[src/rtl/bpa_pkg.sv]
// ----------------------------------------------------------------------------
// Bitmap page allocator package
// Shared constants, opcodes, control/status bundles and bit-scan helpers.
// ----------------------------------------------------------------------------
package bpa_pkg;

    localparam int PAGES_DEF  = 65536;
    localparam int WORD_W     = 16;   // bitmap bits per memory word
    localparam int PAGE_SHIFT = 12;   // 4 KiB pages
    localparam int OP_W       = 2;
    localparam int ADDR_W     = 28;
    localparam int CNT_W      = 17;
    localparam int IN_DATA_W  = 48;
    localparam int OUT_DATA_W = 64;

    typedef enum logic [OP_W-1:0] {
        OP_ALLOC   = 2'd0,
        OP_FREE    = 2'd1,
        OP_USABLE  = 2'd2,
        OP_RESERVE = 2'd3
    } t_op;

    // controller -> datapath
    typedef struct packed {
        logic load;       // capture input item, arm scan
        logic scan_step;  // issue next scan read, evaluate returned word
        logic set_fail;
        logic rinit;      // compute range bounds from r_first/r_count
        logic rmw_rd;
        logic rmw_wr;
        logic clr_wr;     // start-up fill of the bitmap
        logic cnt_upd;
        logic out_load;
    } t_cmd;

    // datapath -> controller
    typedef struct packed {
        logic clr_last;
        logic is_alloc;
        logic cnt_zero;
        logic scan_hit;
        logic scan_end;
        logic rng_empty;
        logic rng_last;
        logic out_free;
    } t_stat;

    // Number of consecutive ones from bit 15 downward.
    function automatic logic [4:0] lead_ones16(input logic [15:0] v);
        logic [15:0] s;
        logic [4:0]  n;
        s = v;
        n = '0;
        if (s == 16'hFFFF) begin
            n = 5'd16;
        end else begin
            if (s[15:8] == 8'hFF) begin
                n = n + 5'd8;
                s = s << 8;
            end
            if (s[15:12] == 4'hF) begin
                n = n + 5'd4;
                s = s << 4;
            end
            if (s[15:14] == 2'b11) begin
                n = n + 5'd2;
                s = s << 2;
            end
            if (s[15]) begin
                n = n + 5'd1;
            end
        end
        return n;
    endfunction

    // Index of the lowest set bit (v assumed nonzero).
    function automatic logic [3:0] low_index16(input logic [15:0] v);
        logic [15:0] s;
        logic [3:0]  n;
        s = v;
        n = '0;
        if (s[7:0] == 8'h00) begin
            n = n + 4'd8;
            s = s >> 8;
        end
        if (s[3:0] == 4'h0) begin
            n = n + 4'd4;
            s = s >> 4;
        end
        if (s[1:0] == 2'b00) begin
            n = n + 4'd2;
            s = s >> 2;
        end
        if (!s[0]) begin
            n = n + 4'd1;
        end
        return n;
    endfunction

endpackage

[src/rtl/bpa_ctrl.sv]
// ----------------------------------------------------------------------------
// Bitmap page allocator controller
// Sequences start-up fill, first-fit scan, range update and result hand-off.
// ----------------------------------------------------------------------------
module bpa_ctrl (
    input  logic           i_clk,
    input  logic           i_rst_n,
    input  logic           i_in_valid,
    output logic           o_in_ready,
    input  bpa_pkg::t_stat i_stat,
    output bpa_pkg::t_cmd  o_cmd
);

    typedef enum logic [3:0] {
        ST_CLEAR,
        ST_IDLE,
        ST_DISPATCH,
        ST_SCAN,
        ST_RINIT,
        ST_RD,
        ST_WR,
        ST_FIN,
        ST_OUT
    } t_state;

    t_state r_state;
    t_state n_state;

    assign o_in_ready = (r_state == ST_IDLE);

    always_comb begin
        n_state = r_state;
        o_cmd   = '0;
        unique case (r_state)
            ST_CLEAR: begin
                o_cmd.clr_wr = 1'b1;
                if (i_stat.clr_last) begin
                    n_state = ST_IDLE;
                end
            end
            ST_IDLE: begin
                if (i_in_valid) begin
                    o_cmd.load = 1'b1;
                    n_state    = ST_DISPATCH;
                end
            end
            ST_DISPATCH: begin
                priority if (i_stat.is_alloc && i_stat.cnt_zero) begin
                    o_cmd.set_fail = 1'b1;
                    n_state        = ST_FIN;
                end else if (i_stat.is_alloc) begin
                    n_state = ST_SCAN;
                end else begin
                    n_state = ST_RINIT;
                end
            end
            ST_SCAN: begin
                o_cmd.scan_step = 1'b1;
                priority if (i_stat.scan_hit) begin
                    n_state = ST_RINIT;
                end else if (i_stat.scan_end) begin
                    o_cmd.set_fail = 1'b1;
                    n_state        = ST_FIN;
                end
            end
            ST_RINIT: begin
                o_cmd.rinit = 1'b1;
                n_state     = ST_RD;
            end
            ST_RD: begin
                if (i_stat.rng_empty) begin
                    n_state = ST_FIN;
                end else begin
                    o_cmd.rmw_rd = 1'b1;
                    n_state      = ST_WR;
                end
            end
            ST_WR: begin
                o_cmd.rmw_wr = 1'b1;
                n_state      = i_stat.rng_last ? ST_FIN : ST_RD;
            end
            ST_FIN: begin
                o_cmd.cnt_upd = 1'b1;
                n_state       = ST_OUT;
            end
            ST_OUT: begin
                if (i_stat.out_free) begin
                    o_cmd.out_load = 1'b1;
                    n_state        = ST_IDLE;
                end
            end
            default: begin
                n_state = ST_IDLE;
            end
        endcase
    end

    always_ff @(posedge i_clk) begin
        if (!i_rst_n) begin
            r_state <= ST_CLEAR;
        end else begin
            r_state <= n_state;
        end
    end

endmodule

[config.mk]
export PLATFORM = sky130hd
export DESIGN_NAME = bpa_ctrl
export DESIGN_NICKNAME = d
export VERILOG_FILES = /design/src/rtl/bpa_pkg.sv /design/src/rtl/bpa_ctrl.sv
export SDC_FILE = /design/constraint.sdc
export NUM_CORES = 1
export LEC_CHECK = 0
export ABC_AREA = 0
export BUFFER_PORTS_ARGS = -buffer_cell sky130_fd_sc_hd__clkbuf_2
export CAP_MARGIN = 30
export CORE_AREA = 8 8 45 47
export DETAILED_ROUTE_END_ITERATION = 6
export DIE_AREA = 0 0 53 55
export HOLD_SLACK_MARGIN = 0.1
export PLACE_DENSITY_LB_ADDON = 0.25
export SETUP_SLACK_MARGIN = 0.05
export SLEW_MARGIN = 15
export SYNTH_ARGS = -nofsm -noshare
export SYNTH_HDL_FRONTEND = slang
export SYNTH_SLANG_ARGS = --single-unit
[constraint.sdc]
create_clock -name i_clk -period 1.4 [get_ports i_clk]
set_clock_uncertainty 0.1 [all_clocks]
set_input_delay 0 -clock i_clk [delete_from_list [all_inputs] [get_ports i_clk]]
set_output_delay 0 -clock i_clk [all_outputs]
set_load 0.01 [all_outputs]
==> out/summary.txt, run 1 <==
Met3 wire length: 37 µm
Die area: 0.002915 mm²
Sequential share of the synthesized area: 18.23%
Gr usage total: 9.503%
Fillers: 142
Setup crit start kind: flop
Clock tree root buffer cell: clkbuf_4
Top post-synthesis cells by count: 7 x nand2_1, 5 x nand2b_1, 5 x nor2_1
# IOs: 21
Area growth, synth to finish: 56.70%
Fin util: 49.73%
FP Rows: 14
Largest net degree at the start of global routing: 15
Reg-to-Reg End: r_state[1]$_SDFFE_PN0P_
HPWL Detailed: 909.1 µm
Most common cell in the netlist: nand2_1
CTS sink count: 4
Wire per inst: 12.70 µm
Slew margin rel.: 84.71%
Area share of the largest cell type after synthesis: 18.23%
Post-layout nets: 99
Final Wtd Congestion: 0.7512
Number of global-route vias before repair: 502
CTS Buffer Depth: 2
Vias per inst: 4.951
N_diodes: 0
1st-iter DRT viols: 6
Max reg flops: 4
RSZ-0062 raised after global routing: true
Synth warn: 0
Clock Pin Slew Worst Setup and Hold Paths: 40 ps
VDD IR-drop max: 0.6096 mV
First-pass GRT wire length: 2070 µm
Routed WL: 1295 µm
Leak Pwr: 0.0003065 µW
Post-Syn Area: 439.2 µm²
Hold WC Path Type: in2reg
Max incr delay on CP: 350 ps
Final Critical Period: 1367 ps
Metal-1 WL: 596 µm
Synth unique cells: 28
Core Area: 0.001384 mm²
Crit. path cell count: 6
CP max FO: 7
Die X-Extent: 53 µm
Hold Crit Depth: 4
Fmax achieved: 731.8 MHz
Largest register by flop count: r_state
Post-Syn Instances: 56
Biggest regs: r_state: 4 flops
Status: finished, final reports clean
Post-synth top area cell: dfxtp_1
Max-capacitance violation count: 0
Pwr Density: 1355 mW/mm²
Yosys reg bits: 4
Tightest Pin Transition: 227.3 ps
Post-Synthesis Net Count: 67
Data required time of the critical path: 1460 ps
Cells after DPL: 91
FF-to-FF setup slack: 30 ps
Final setup fails: 0
CP endpoint kind: flop
DR WL met2: 661 µm
Antenna Nets Post-Route: 0
Vias: 505
I/O Buffers: 20
TritonCTS buffer count: 3
Hold endpoint: r_state[1]$_SDFFE_PN0P_
Hold Fails Final Rpt: 0
Main flop type after synthesis: dfxtp_1
Min-delay src: i_stat[7]
Syn Area/Cell: 7.842 µm²
DRT Pass-1 Iters: 2
Data arrival time of the worst path: 1420 ps
Clk_lat worst skew: 240 ps
CTS tree: done
Final setup TNS: 0 ps
R2r startpoint: r_state[1]$_SDFFE_PN0P_
Initial Utilization: 31.74%
DR DRC count: 0
EDFF count, synth: 0
Initial antenna violation count: 0
R2R depth: 6
Post-synth ARST share: 0%
Setup CP Type: reg2reg
Die Height: 55 µm
Slowest cell on crit path: dfxtp_4
Top post-synthesis cells by area: dfxtp_1 18%, nand2b_1 7.1%, nand2_1 6.0%
Final Non-Filler Cells: 102
Post-route clock period utilization: 97.61%
Htree depth: 1
Max Slew Vio Count: 0
CP top delay family: buffers and inverters
CP cell instances: buf_8 -> buf_2 -> buf_4 -> nand2b_1 -> and3_1 -> o22ai_1
Top Metal Used: met3
Congestion Overflow GR: 0
Crit path buf inv count: 3
Layout cell share with drive strength beyond 1: 52.33%
[power breakdown]
| group | internal (µW) | total [µW] | switching [µW] |
|---|---|---|---|
| registers | 152 | 200 | 47.5 |
| clock network | 96.1 | 146 | 49.6 |
| logic | 307 | 587 | 279 |
[how the worst max path moves through the flow]
stage,startpoint,to,slack [ps]
after CTS,r_state[0]$_SDFFE_PN0P_,o_cmd[0],30
after floorplan,r_state[0]$_SDFFE_PN0P_,r_state[1]$_SDFFE_PN0P_,150
after detailed placement,r_state[1]$_SDFFE_PN0P_,r_state[0]$_SDFFE_PN0P_,30
after global placement,r_state[1]$_SDFFE_PN0P_,r_state[0]$_SDFFE_PN0P_,70
final,r_state[1]$_SDFFE_PN0P_,r_state[1]$_SDFFE_PN0P_,30
after global routing,r_state[1]$_SDFFE_PN0P_,o_cmd[0],-40
[layout make-up]
class | instances | area [µm²] | share of cell area (%)
multi-input cells | 46 | 337.8 | 49.09
repair buffers | 33 | 217.7 | 31.64
flip-flops and latches | 4 | 90.09 | 13.09
clock buffers | 3 | 22.52 | 3.273
well taps | 16 | 20.02 | 2.909
[stage by stage]
step / hold WS (ps) / worst slack (ps) / total power (µW) / instance area (µm²)
6_report: 132.7 / 33.41 / 932.4 / 688.2
5_1_grt: 158.0 / -37.20 / 1011 / 688.2
4_1_cts: 133.5 / 29.25 / 857.6 / 644.4
3_5_place_dp: 151.7 / 28.29 / 655.4 / 554.3
3_3_place_gp: 145.0 / 71.35 / 651.7 / 554.3
2_1_floorplan: -49.60 / 146.3 / 535.3 / 439.2
[cells by family (layout without fill, tap and decap cells)]
family          count (synthesis)  count (layout)  synth area share (%)
simple gates                   37              37                 54.42
compound gates                  9               9                 17.67
buf+inv                         6              36                 9.686
flops                           4               4                 18.23
[placed cells by master (no fill, tap or decap), types with 3 or more instances in the layout]
cell type      synthesis  final
and3_1                 3      3
buf_2                  4      6
buf_4                  0      4
clkbuf_2               0     16
clkbuf_4               0      3
dlygate4sd3_1          0      4
nand2_1                7      7
nand2b_1               5      5
nor2_1                 5      4
[per-layer routing]
layer | global-route usage (%) | vias to the layer above
met1 | 10.47 | 226
met4 | 6.466 | 0
met5 | 0 | -
met2 | 15.82 | 15
met3 | 2.406 | 0
li1 | - | 264
[tightest hold or removal path, delay by kind of cell]
family	cells	cell delay [ps]
compound gates	2	300
buf+inv	1	80
simple gates	1	50
[repair_timing]
item,4_1_cts,5_1_grt
setup buffers,0,3
pin swaps,1,3
cloned,0,1
resized for setup,8,11
endpoints found under the setup margin,6,10
hold buffers,4,0
endpoints found under the hold margin,4,0
Power figures use the tool's default switching activity.
==> run 2, diff against run 1 <==
--- a/config.mk
+++ b/config.mk
@@ -9,10 +9,11 @@
 export BUFFER_PORTS_ARGS = -buffer_cell sky130_fd_sc_hd__clkbuf_2
 export CAP_MARGIN = 30
 export CORE_AREA = 8 8 45 47
+export CTS_BUF_LIST = sky130_fd_sc_hd__clkbuf_4 sky130_fd_sc_hd__clkbuf_8
 export DETAILED_ROUTE_END_ITERATION = 6
 export DIE_AREA = 0 0 53 55
 export HOLD_SLACK_MARGIN = 0.1
-export PLACE_DENSITY_LB_ADDON = 0.25
+export PLACE_DENSITY = 0.68
 export SETUP_SLACK_MARGIN = 0.05
 export SLEW_MARGIN = 15
 export SYNTH_ARGS = -nofsm -noshare
==> run 2 against run 1 <==
Compared with the run above: flip-flop and latch count stayed put; design area is 9.6% higher; via count increased by 2.8%; routed wire length increased by 2.9%; highest routed layer is now met4; critical path depth shrank 1; critical path type is now reg2out; largest cell class unchanged; critical endpoint is now o_cmd[8]; sequential share of layout area is 1.5 points lower.
==> out/summary.txt, run 2 (synthesis gave the netlist of run 1 again) <==
Status: finished, final reports clean
R2R depth: 5 (-1)
Pint: 649.1 µW (+17%)
Antenna Nets Post-Route: 0 (unchanged)
Crit path capture: o_cmd[8]
Final Wtd Congestion: 0.8571 (+14%)
Clock tree root buffer cell: clkbuf_4
Layout cell share with drive strength beyond 1: 60.00% (+7.7 points)
Pwr Total: 1054 µW (+13%)
GR met2 Demand/Resource: 17.97% (+2.1 points)
# IOs: 21 (unchanged)
Fraction of power consumed by the clock network: 13.7% (-1.9 points)
Largest net degree at the start of global routing: 11 (-4)
Post-route clock period utilization: 96.47% (-1.1 points)
R2r startpoint: r_state[1]$_SDFFE_PN0P_
Die Height: 55 µm (unchanged)
Routed WL: 1333 µm (+2.9%)
Pwr Density: 1397 mW/mm² (+3.1%)
Pre-CTS setup slack: 37.92 ps (+9.634 ps)
First-pass GRT wire length: 2111 µm (+2.0%)
Vias: 519 (+2.8%)
GR Util met3: 2.139% (-0.27 points)
N_diodes: 0 (unchanged)
CTS Buffer Depth: 2 (unchanged)
Final setup fails: 0 (unchanged)
I/O Buffers: 20 (unchanged)
CP endpoint kind: output pin
Wire per inst: 13.20 µm (+4.0%)
Tightest Pin Transition: 246.4 ps (+19.05 ps)
Share of power burned in registers: 17.7% (-3.7 points)
Switching share of power: 38.41% (-2.0 points)
CP top delay family: simple AND/OR/NAND/NOR gates
Biggest regs: r_state: 4 flops
DR DRC count: 0 (unchanged)
Commonest non-fill, non-tap cell in the layout: clkbuf_2
CTS tree: done
Crit path buf inv count: 2 (-1)
Slew margin rel.: 83.58% (-1.1 points)
Initial Utilization: 31.74% (unchanged)
Max Slew Vio Count: 0 (unchanged)
Max-capacitance violation count: 0 (unchanged)
Die area: 0.002915 mm² (unchanged)
Met1 Use GR: 9.091% (-1.4 points)
Core Area: 0.001384 mm² (unchanged)
Final setup TNS: 0 ps (unchanged)
Setup crit start kind: flop
Data required time of the critical path: 1300 ps (-160 ps)
VDD IR-drop max: 0.6180 mV (+1.4%)
FP Rows: 14 (unchanged)
Post-layout nets: 98 (-1.0%)
Final Critical Period: 1351 ps (-15.98 ps)
Hold Fails Final Rpt: 0 (unchanged)
Area growth, synth to finish: 71.80%
Clk_lat worst skew: 230 ps (about the same)
FF-to-FF setup slack: 70 ps (+40 ps)
Crit path from: r_state[2]$_SDFFE_PN0P_
Clock Pin Slew Worst Setup and Hold Paths: 40 ps (about the same)
Congestion Overflow GR: 0 (unchanged)
1st-iter DRT viols: 8 (+2)
Grt peak-use layer: met2
CTS sink count: 4 (unchanged)
Largest register by flop count: r_state
Data arrival time of the worst path: 1250 ps (-170 ps)
Number of global-route vias before repair: 545 (+8.6%)
Slowest cell on crit path: dfxtp_2
Fillers: 135 (-4.9%)
Multi-input gate area: 377.9 µm² (+12%)
NetSw: 404.8 µW (+7.5%)
Max incr delay on CP: 340 ps (about the same)
Leak Pwr: 0.0003210 µW (+4.7%)
Reg area: 87.58 µm² (-2.8%)
Hold WC Path Type: in2reg
HPWL Detailed: 976.9 µm (+7.5%)
Most frequent cells in the layout: 15 x clkbuf_2, 7 x nand2_1, 5 x buf_2, 5 x buf_4, 4 x nor2_1
TritonCTS buffer count: 3 (unchanged)
Die X-Extent: 53 µm (unchanged)
Reg-to-Reg End: r_state[1]$_SDFFE_PN0P_
Vias per inst: 5.139 (+3.8%)
CP cell instances: buf_6 -> nand2b_4 -> nor3_2 -> and2_1 -> buf_2
Gr usage total: 9.552% (+0.049 points)
Max reg flops: 4 (unchanged)
Fmax achieved: 740.4 MHz (+1.2%)
Crit. path cell count: 5 (-1)
Htree depth: 1 (unchanged)
Slack of the critical path: 49.40 ps (+15.98 ps)
Initial antenna violation count: 0 (unchanged)
Combinational share of power: 68.6% (+5.7 points)
DRT Pass-1 Iters: 4 (+2)
Setup CP Type: reg2out
CP max FO: 6 (-1)
RSZ-0062 raised after global routing: true
[run 2: repair_timing]
action	in CTS	in global routing
gates cloned	1	0
pin swaps	3	8
endpoints found under the hold margin	4	0
buffers inserted	2	0
hold buffers	3	0
gates resized for setup	7	16
setup endpoints to repair	6	9
[run 2: worst reg2reg max path, cell delays in order (launching register included)]
cell,delay [ps]
dfxtp_4,360
buf_4,140
o21ai_1,210
o221ai_4,170
nand3b_1,130
o22ai_2,80
[run 2: how the worst min path moves through the flow]
stage / startpoint / to / slack, ps / cells after the start
4_1_cts: i_stat[7] / r_state[1]$_SDFFE_PN0P_ / 130 / 4
6_report: i_stat[3] / r_state[1]$_SDFFE_PN0P_ / 150 / 4
3_3_place_gp: i_stat[2] / o_cmd[4] / 150 / 3
2_1_floorplan: i_stat[2] / o_cmd[4] / -50 / 1
3_5_place_dp: i_stat[2] / o_cmd[4] / 150 / 3
5_1_grt: i_stat[6] / r_state[2]$_SDFFE_PN0P_ / 170 / 4
[run 2: through the flow]
| step | utilization (%) | instances | area (µm²) | hold slack (ps) |
|---|---|---|---|---|
| detailed placement | 41.50 | 92 | 574.3 | 154.2 |
| finish | 54.52 | 101 | 754.5 | 146.6 |
| global route | 54.52 | 101 | 754.5 | 171.4 |
| floorplan | - | 56 | 439.2 | -49.60 |
| global placement | 41.50 | 92 | 574.3 | 146.5 |
| CTS | 50.81 | 101 | 703.2 | 128.5 |
[run 2: routing by layer]
layer	part of all wire (%)	wire (µm)
met1	37	497
met3	6.2	83
met2	55	734
met4	1.4	19
met5	0	0
[run 2: final cells by class]
cell class                 instances  share of cell area [%]
timing repair buffer              32                   32.67
sequential                         4                   11.61
tap                               16                   2.653
multi-input combinational         46                   50.08
clock buffer                       3                   2.985
[run 2: power by group through the flow]
stage | registers (µW) | clock network, µW | logic [µW]
floorplan | 149 | 0 | 386
global placement | 176 | 0 | 491
detailed placement | 179 | 0 | 497
CTS | 181 | 145 | 649
global route | 190 | 161 | 783
finish | 186 | 145 | 723
==> run 3, diff against run 2 <==
--- a/config.mk
+++ b/config.mk
@@ -5,7 +5,7 @@
 export SDC_FILE = /design/constraint.sdc
 export NUM_CORES = 1
 export LEC_CHECK = 0
-export ABC_AREA = 0
+export ABC_AREA = 1
 export BUFFER_PORTS_ARGS = -buffer_cell sky130_fd_sc_hd__clkbuf_2
 export CAP_MARGIN = 30
 export CORE_AREA = 8 8 45 47
@@ -13,7 +13,7 @@
 export DETAILED_ROUTE_END_ITERATION = 6
 export DIE_AREA = 0 0 53 55
 export HOLD_SLACK_MARGIN = 0.1
-export PLACE_DENSITY = 0.68
+export PLACE_DENSITY = 0.67
 export SETUP_SLACK_MARGIN = 0.05
 export SLEW_MARGIN = 15
 export SYNTH_ARGS = -nofsm -noshare
==> run 3 against run 2 <==
Compared with the run above: fmax increased by 5.5%; area after synthesis fell by 2.8%; first-iteration DRC count shrank 50%; via count grew 5.0%; flip-flop and latch count did not move; combinational power grew 11%; largest cell class unchanged.
==> out/summary.txt, run 3 <==
Status: finished, final reports clean
Final Wtd Congestion: 0.8454 (-1.4%)
# IOs: 21 (unchanged)
CP top delay family: flip-flops
Sequential share of the synthesized area: 18.77% (+0.53 points)
N_diodes: 0 (unchanged)
Crit path buf inv count: 3 (+1)
Die X-Extent: 53 µm (unchanged)
CP cell instances: nand2_2 -> inv_2 -> nand2_2 -> inv_2 -> nand3_1 -> o21ai_0 -> buf_2
Biggest regs: r_state: 4 flops
Routed WL: 1329 µm (-0.30%)
Setup crit start kind: flop
Grt peak-use layer: met2
1st-iter DRT viols: 4 (-4)
Max-capacitance violation count: 0 (unchanged)
Most common cell in the netlist: nor2_1
Switching share of power: 50.57% (+12 points)
Pwr Total: 1189 µW (+13%)
DRT Pass-1 Iters: 3 (-1)
DR DRC count: 0 (unchanged)
GR Util met3: 3.209% (+1.1 points)
NetSw: 601.4 µW (+49%)
Clock Pin Slew Worst Setup and Hold Paths: 40 ps (about the same)
Die Height: 55 µm (unchanged)
Post-synth top area cell: dfxtp_1
Clk_lat worst skew: 240 ps (about the same)
Post-layout nets: 118 (+20%)
Tightest Pin Transition: 233.3 ps (-13.07 ps)
Synth warn: 0 (unchanged)
Yosys reg bits: 4 (unchanged)
Top post-synthesis cells by count: 13 x nor2_1, 12 x inv_1, 12 x nand2_1
Setup CP Type: reg2out
Congestion Overflow GR: 0 (unchanged)
Wire per inst: 10.98 µm (-17%)
Number of global-route vias before repair: 489 (-10%)
Hold WC Path Type: in2reg
I/O Buffers: 20 (unchanged)
Area growth, synth to finish: 61.58%
Top post-synthesis cells by area: dfxtp_1 19%, nor2_1 11%, inv_1 11%
Final Critical Period: 1280 ps (-70.22 ps)
Layout cell share with drive strength beyond 1: 53.33% (-6.7 points)
Final Non-Filler Cells: 121 (+20%)
Post-route clock period utilization: 91.46% (-5.0 points)
Most frequent cells in the layout: 17 x clkbuf_2, 12 x nor2_1, 10 x inv_1, 10 x nand2_1
Area share of the largest cell type after synthesis: 18.77% (+0.53 points)
Initial antenna violation count: 0 (unchanged)
Fin util: 49.82% (-4.7 points)
Antenna Nets Post-Route: 0 (unchanged)
CTS tree: done
CTS sink count: 4 (unchanged)
CP max FO: 6 (unchanged)
Largest net degree at the start of global routing: 7 (-4)
Max Slew Vio Count: 0 (unchanged)
Vias per inst: 4.504 (-12%)
Fraction of power consumed by the clock network: 12.2% (-1.5 points)
Combinational share of power: 67.5% (-1.1 points)
Clock tree root buffer cell: clkbuf_4
Main flop type after synthesis: dfxtp_1
CTS Buffer Depth: 2 (unchanged)
GR met2 Demand/Resource: 15.63% (-2.3 points)
Share of power burned in registers: 20.3% (+2.6 points)
Met1 Use GR: 8.511% (-0.58 points)
Pint: 587.8 µW (-9.4%)
Final setup TNS: 0 ps (unchanged)
EDFF count, synth: 0 (unchanged)
RSZ-0062 raised after global routing: true
Max reg flops: 4 (unchanged)
Initial Utilization: 30.83% (-0.90 points)
Leak Pwr: 0.0003691 µW (+15%)
Htree depth: 1 (unchanged)
Max incr delay on CP: 370 ps (+30 ps)
Post-Syn Area: 426.7 µm² (-2.8%)
Syn Area/Cell: 5.689 µm² (-27%)
Hold Fails Final Rpt: 0 (unchanged)
First-pass GRT wire length: 1911 µm (-9.5%)
Data arrival time of the worst path: 1180 ps (-70 ps)
Fmax achieved: 781.0 MHz (+5.5%)
Post-Syn Instances: 75 (+34%)
Pwr Density: 1725 mW/mm² (+23%)
Largest register by flop count: r_state
Vias: 545 (+5.0%)
Slew margin rel.: 84.39% (+0.81 points)
Commonest non-fill, non-tap cell in the layout: clkbuf_2
Gr usage total: 8.907% (-0.65 points)
VDD IR-drop max: 0.7380 mV (+19%)
Core Area: 0.001384 mm² (unchanged)
Cells after DPL: 111 (+21%)
Data required time of the critical path: 1300 ps (about the same)
TritonCTS buffer count: 3 (unchanged)
Final setup fails: 0 (unchanged)
Synth unique cells: 15 (-46%)
HPWL Detailed: 1026 µm (+5.0%)
Design Area, Final: 689.4 µm² (-8.6%)
Slowest cell on crit path: dfxtp_4
Area after DPL: 546.8 µm² (-4.8%)
Die area: 0.002915 mm² (unchanged)
FP Rows: 14 (unchanged)
Post-synth ARST share: 0% (unchanged)
Post-Synthesis Net Count: 86 (+28%)
CP endpoint kind: output pin
run 3: worst paths after layout:
check,startpoint,to,slack (ps),cells after the start
setup / recovery,r_state[1]$_SDFFE_PN0P_,o_cmd[6],120,7
hold / removal,i_stat[7],r_state[0]$_SDFFE_PN0P_,120,6
setup reg to reg,r_state[2]$_SDFFE_PN0P_,r_state[1]$_SDFFE_PN0P_,130,7
hold reg to reg,r_state[1]$_SDFFE_PN0P_,r_state[1]$_SDFFE_PN0P_,450,2
run 3: power by group through the flow:
stage / Combinational, µW / Clock, µW / Sequential (µW)
5_1_grt: 897 / 161 / 249
3_3_place_gp: 661 / 0 / 218
4_1_cts: 713 / 156 / 244
2_1_floorplan: 500 / 0 / 212
3_5_place_dp: 665 / 0 / 225
6_report: 803 / 145 / 241
run 3: cells by family after synthesis:
kind of cell | synth area share [%]
and+or+nand+nor | 62.46
AOI/OAI and AO/OA | 4.690
buffers and inverters | 14.07
DFF | 18.77
run 3: layer usage:
metal	vias up	part of all wire, %
met4	0	0
met2	13	51
met5	-	0
met1	237	40
li1	295	-
met3	0	8.7
run 3: worst register-to-register path: cells and delay by family, from the launching register on:
kind | cells | cell delay, ps
flops | 1 | 350
simple gates | 6 | 580
buf+inv | 1 | 150
run 3: layout make-up:
| cell class | count | area [µm²] |
|---|---|---|
| Inverter | 16 | 60.06 |
| Clock buffer | 3 | 22.52 |
| Fill cell | 150 | 694.4 |
| Multi-Input combinational cell | 55 | 321.6 |
| Sequential cell | 4 | 92.59 |
| Tap cell | 16 | 20.02 |
| Timing Repair Buffer | 27 | 172.7 |
run 3: timing repair:
item / CTS / global route
resized for setup: 8 / 14
hold buffers: 4 / 0
setup endpoints to repair: 5 / 7
endpoints found under the hold margin: 4 / 0
gates cloned: 0 / 0
setup buffers: 2 / 1
pin swaps: 1 / 2
run 3: through the flow:
| stage | hold WS (ps) | setup slack [ps] |
|---|---|---|
| finish | 123.3 | 119.6 |
| global route | 142.8 | 1.618 |
| CTS | 116.3 | 57.92 |
| detailed placement | 153.0 | 116.2 |
| global placement | 149.7 | 125.9 |
| floorplan | -49.60 | 237.7 |
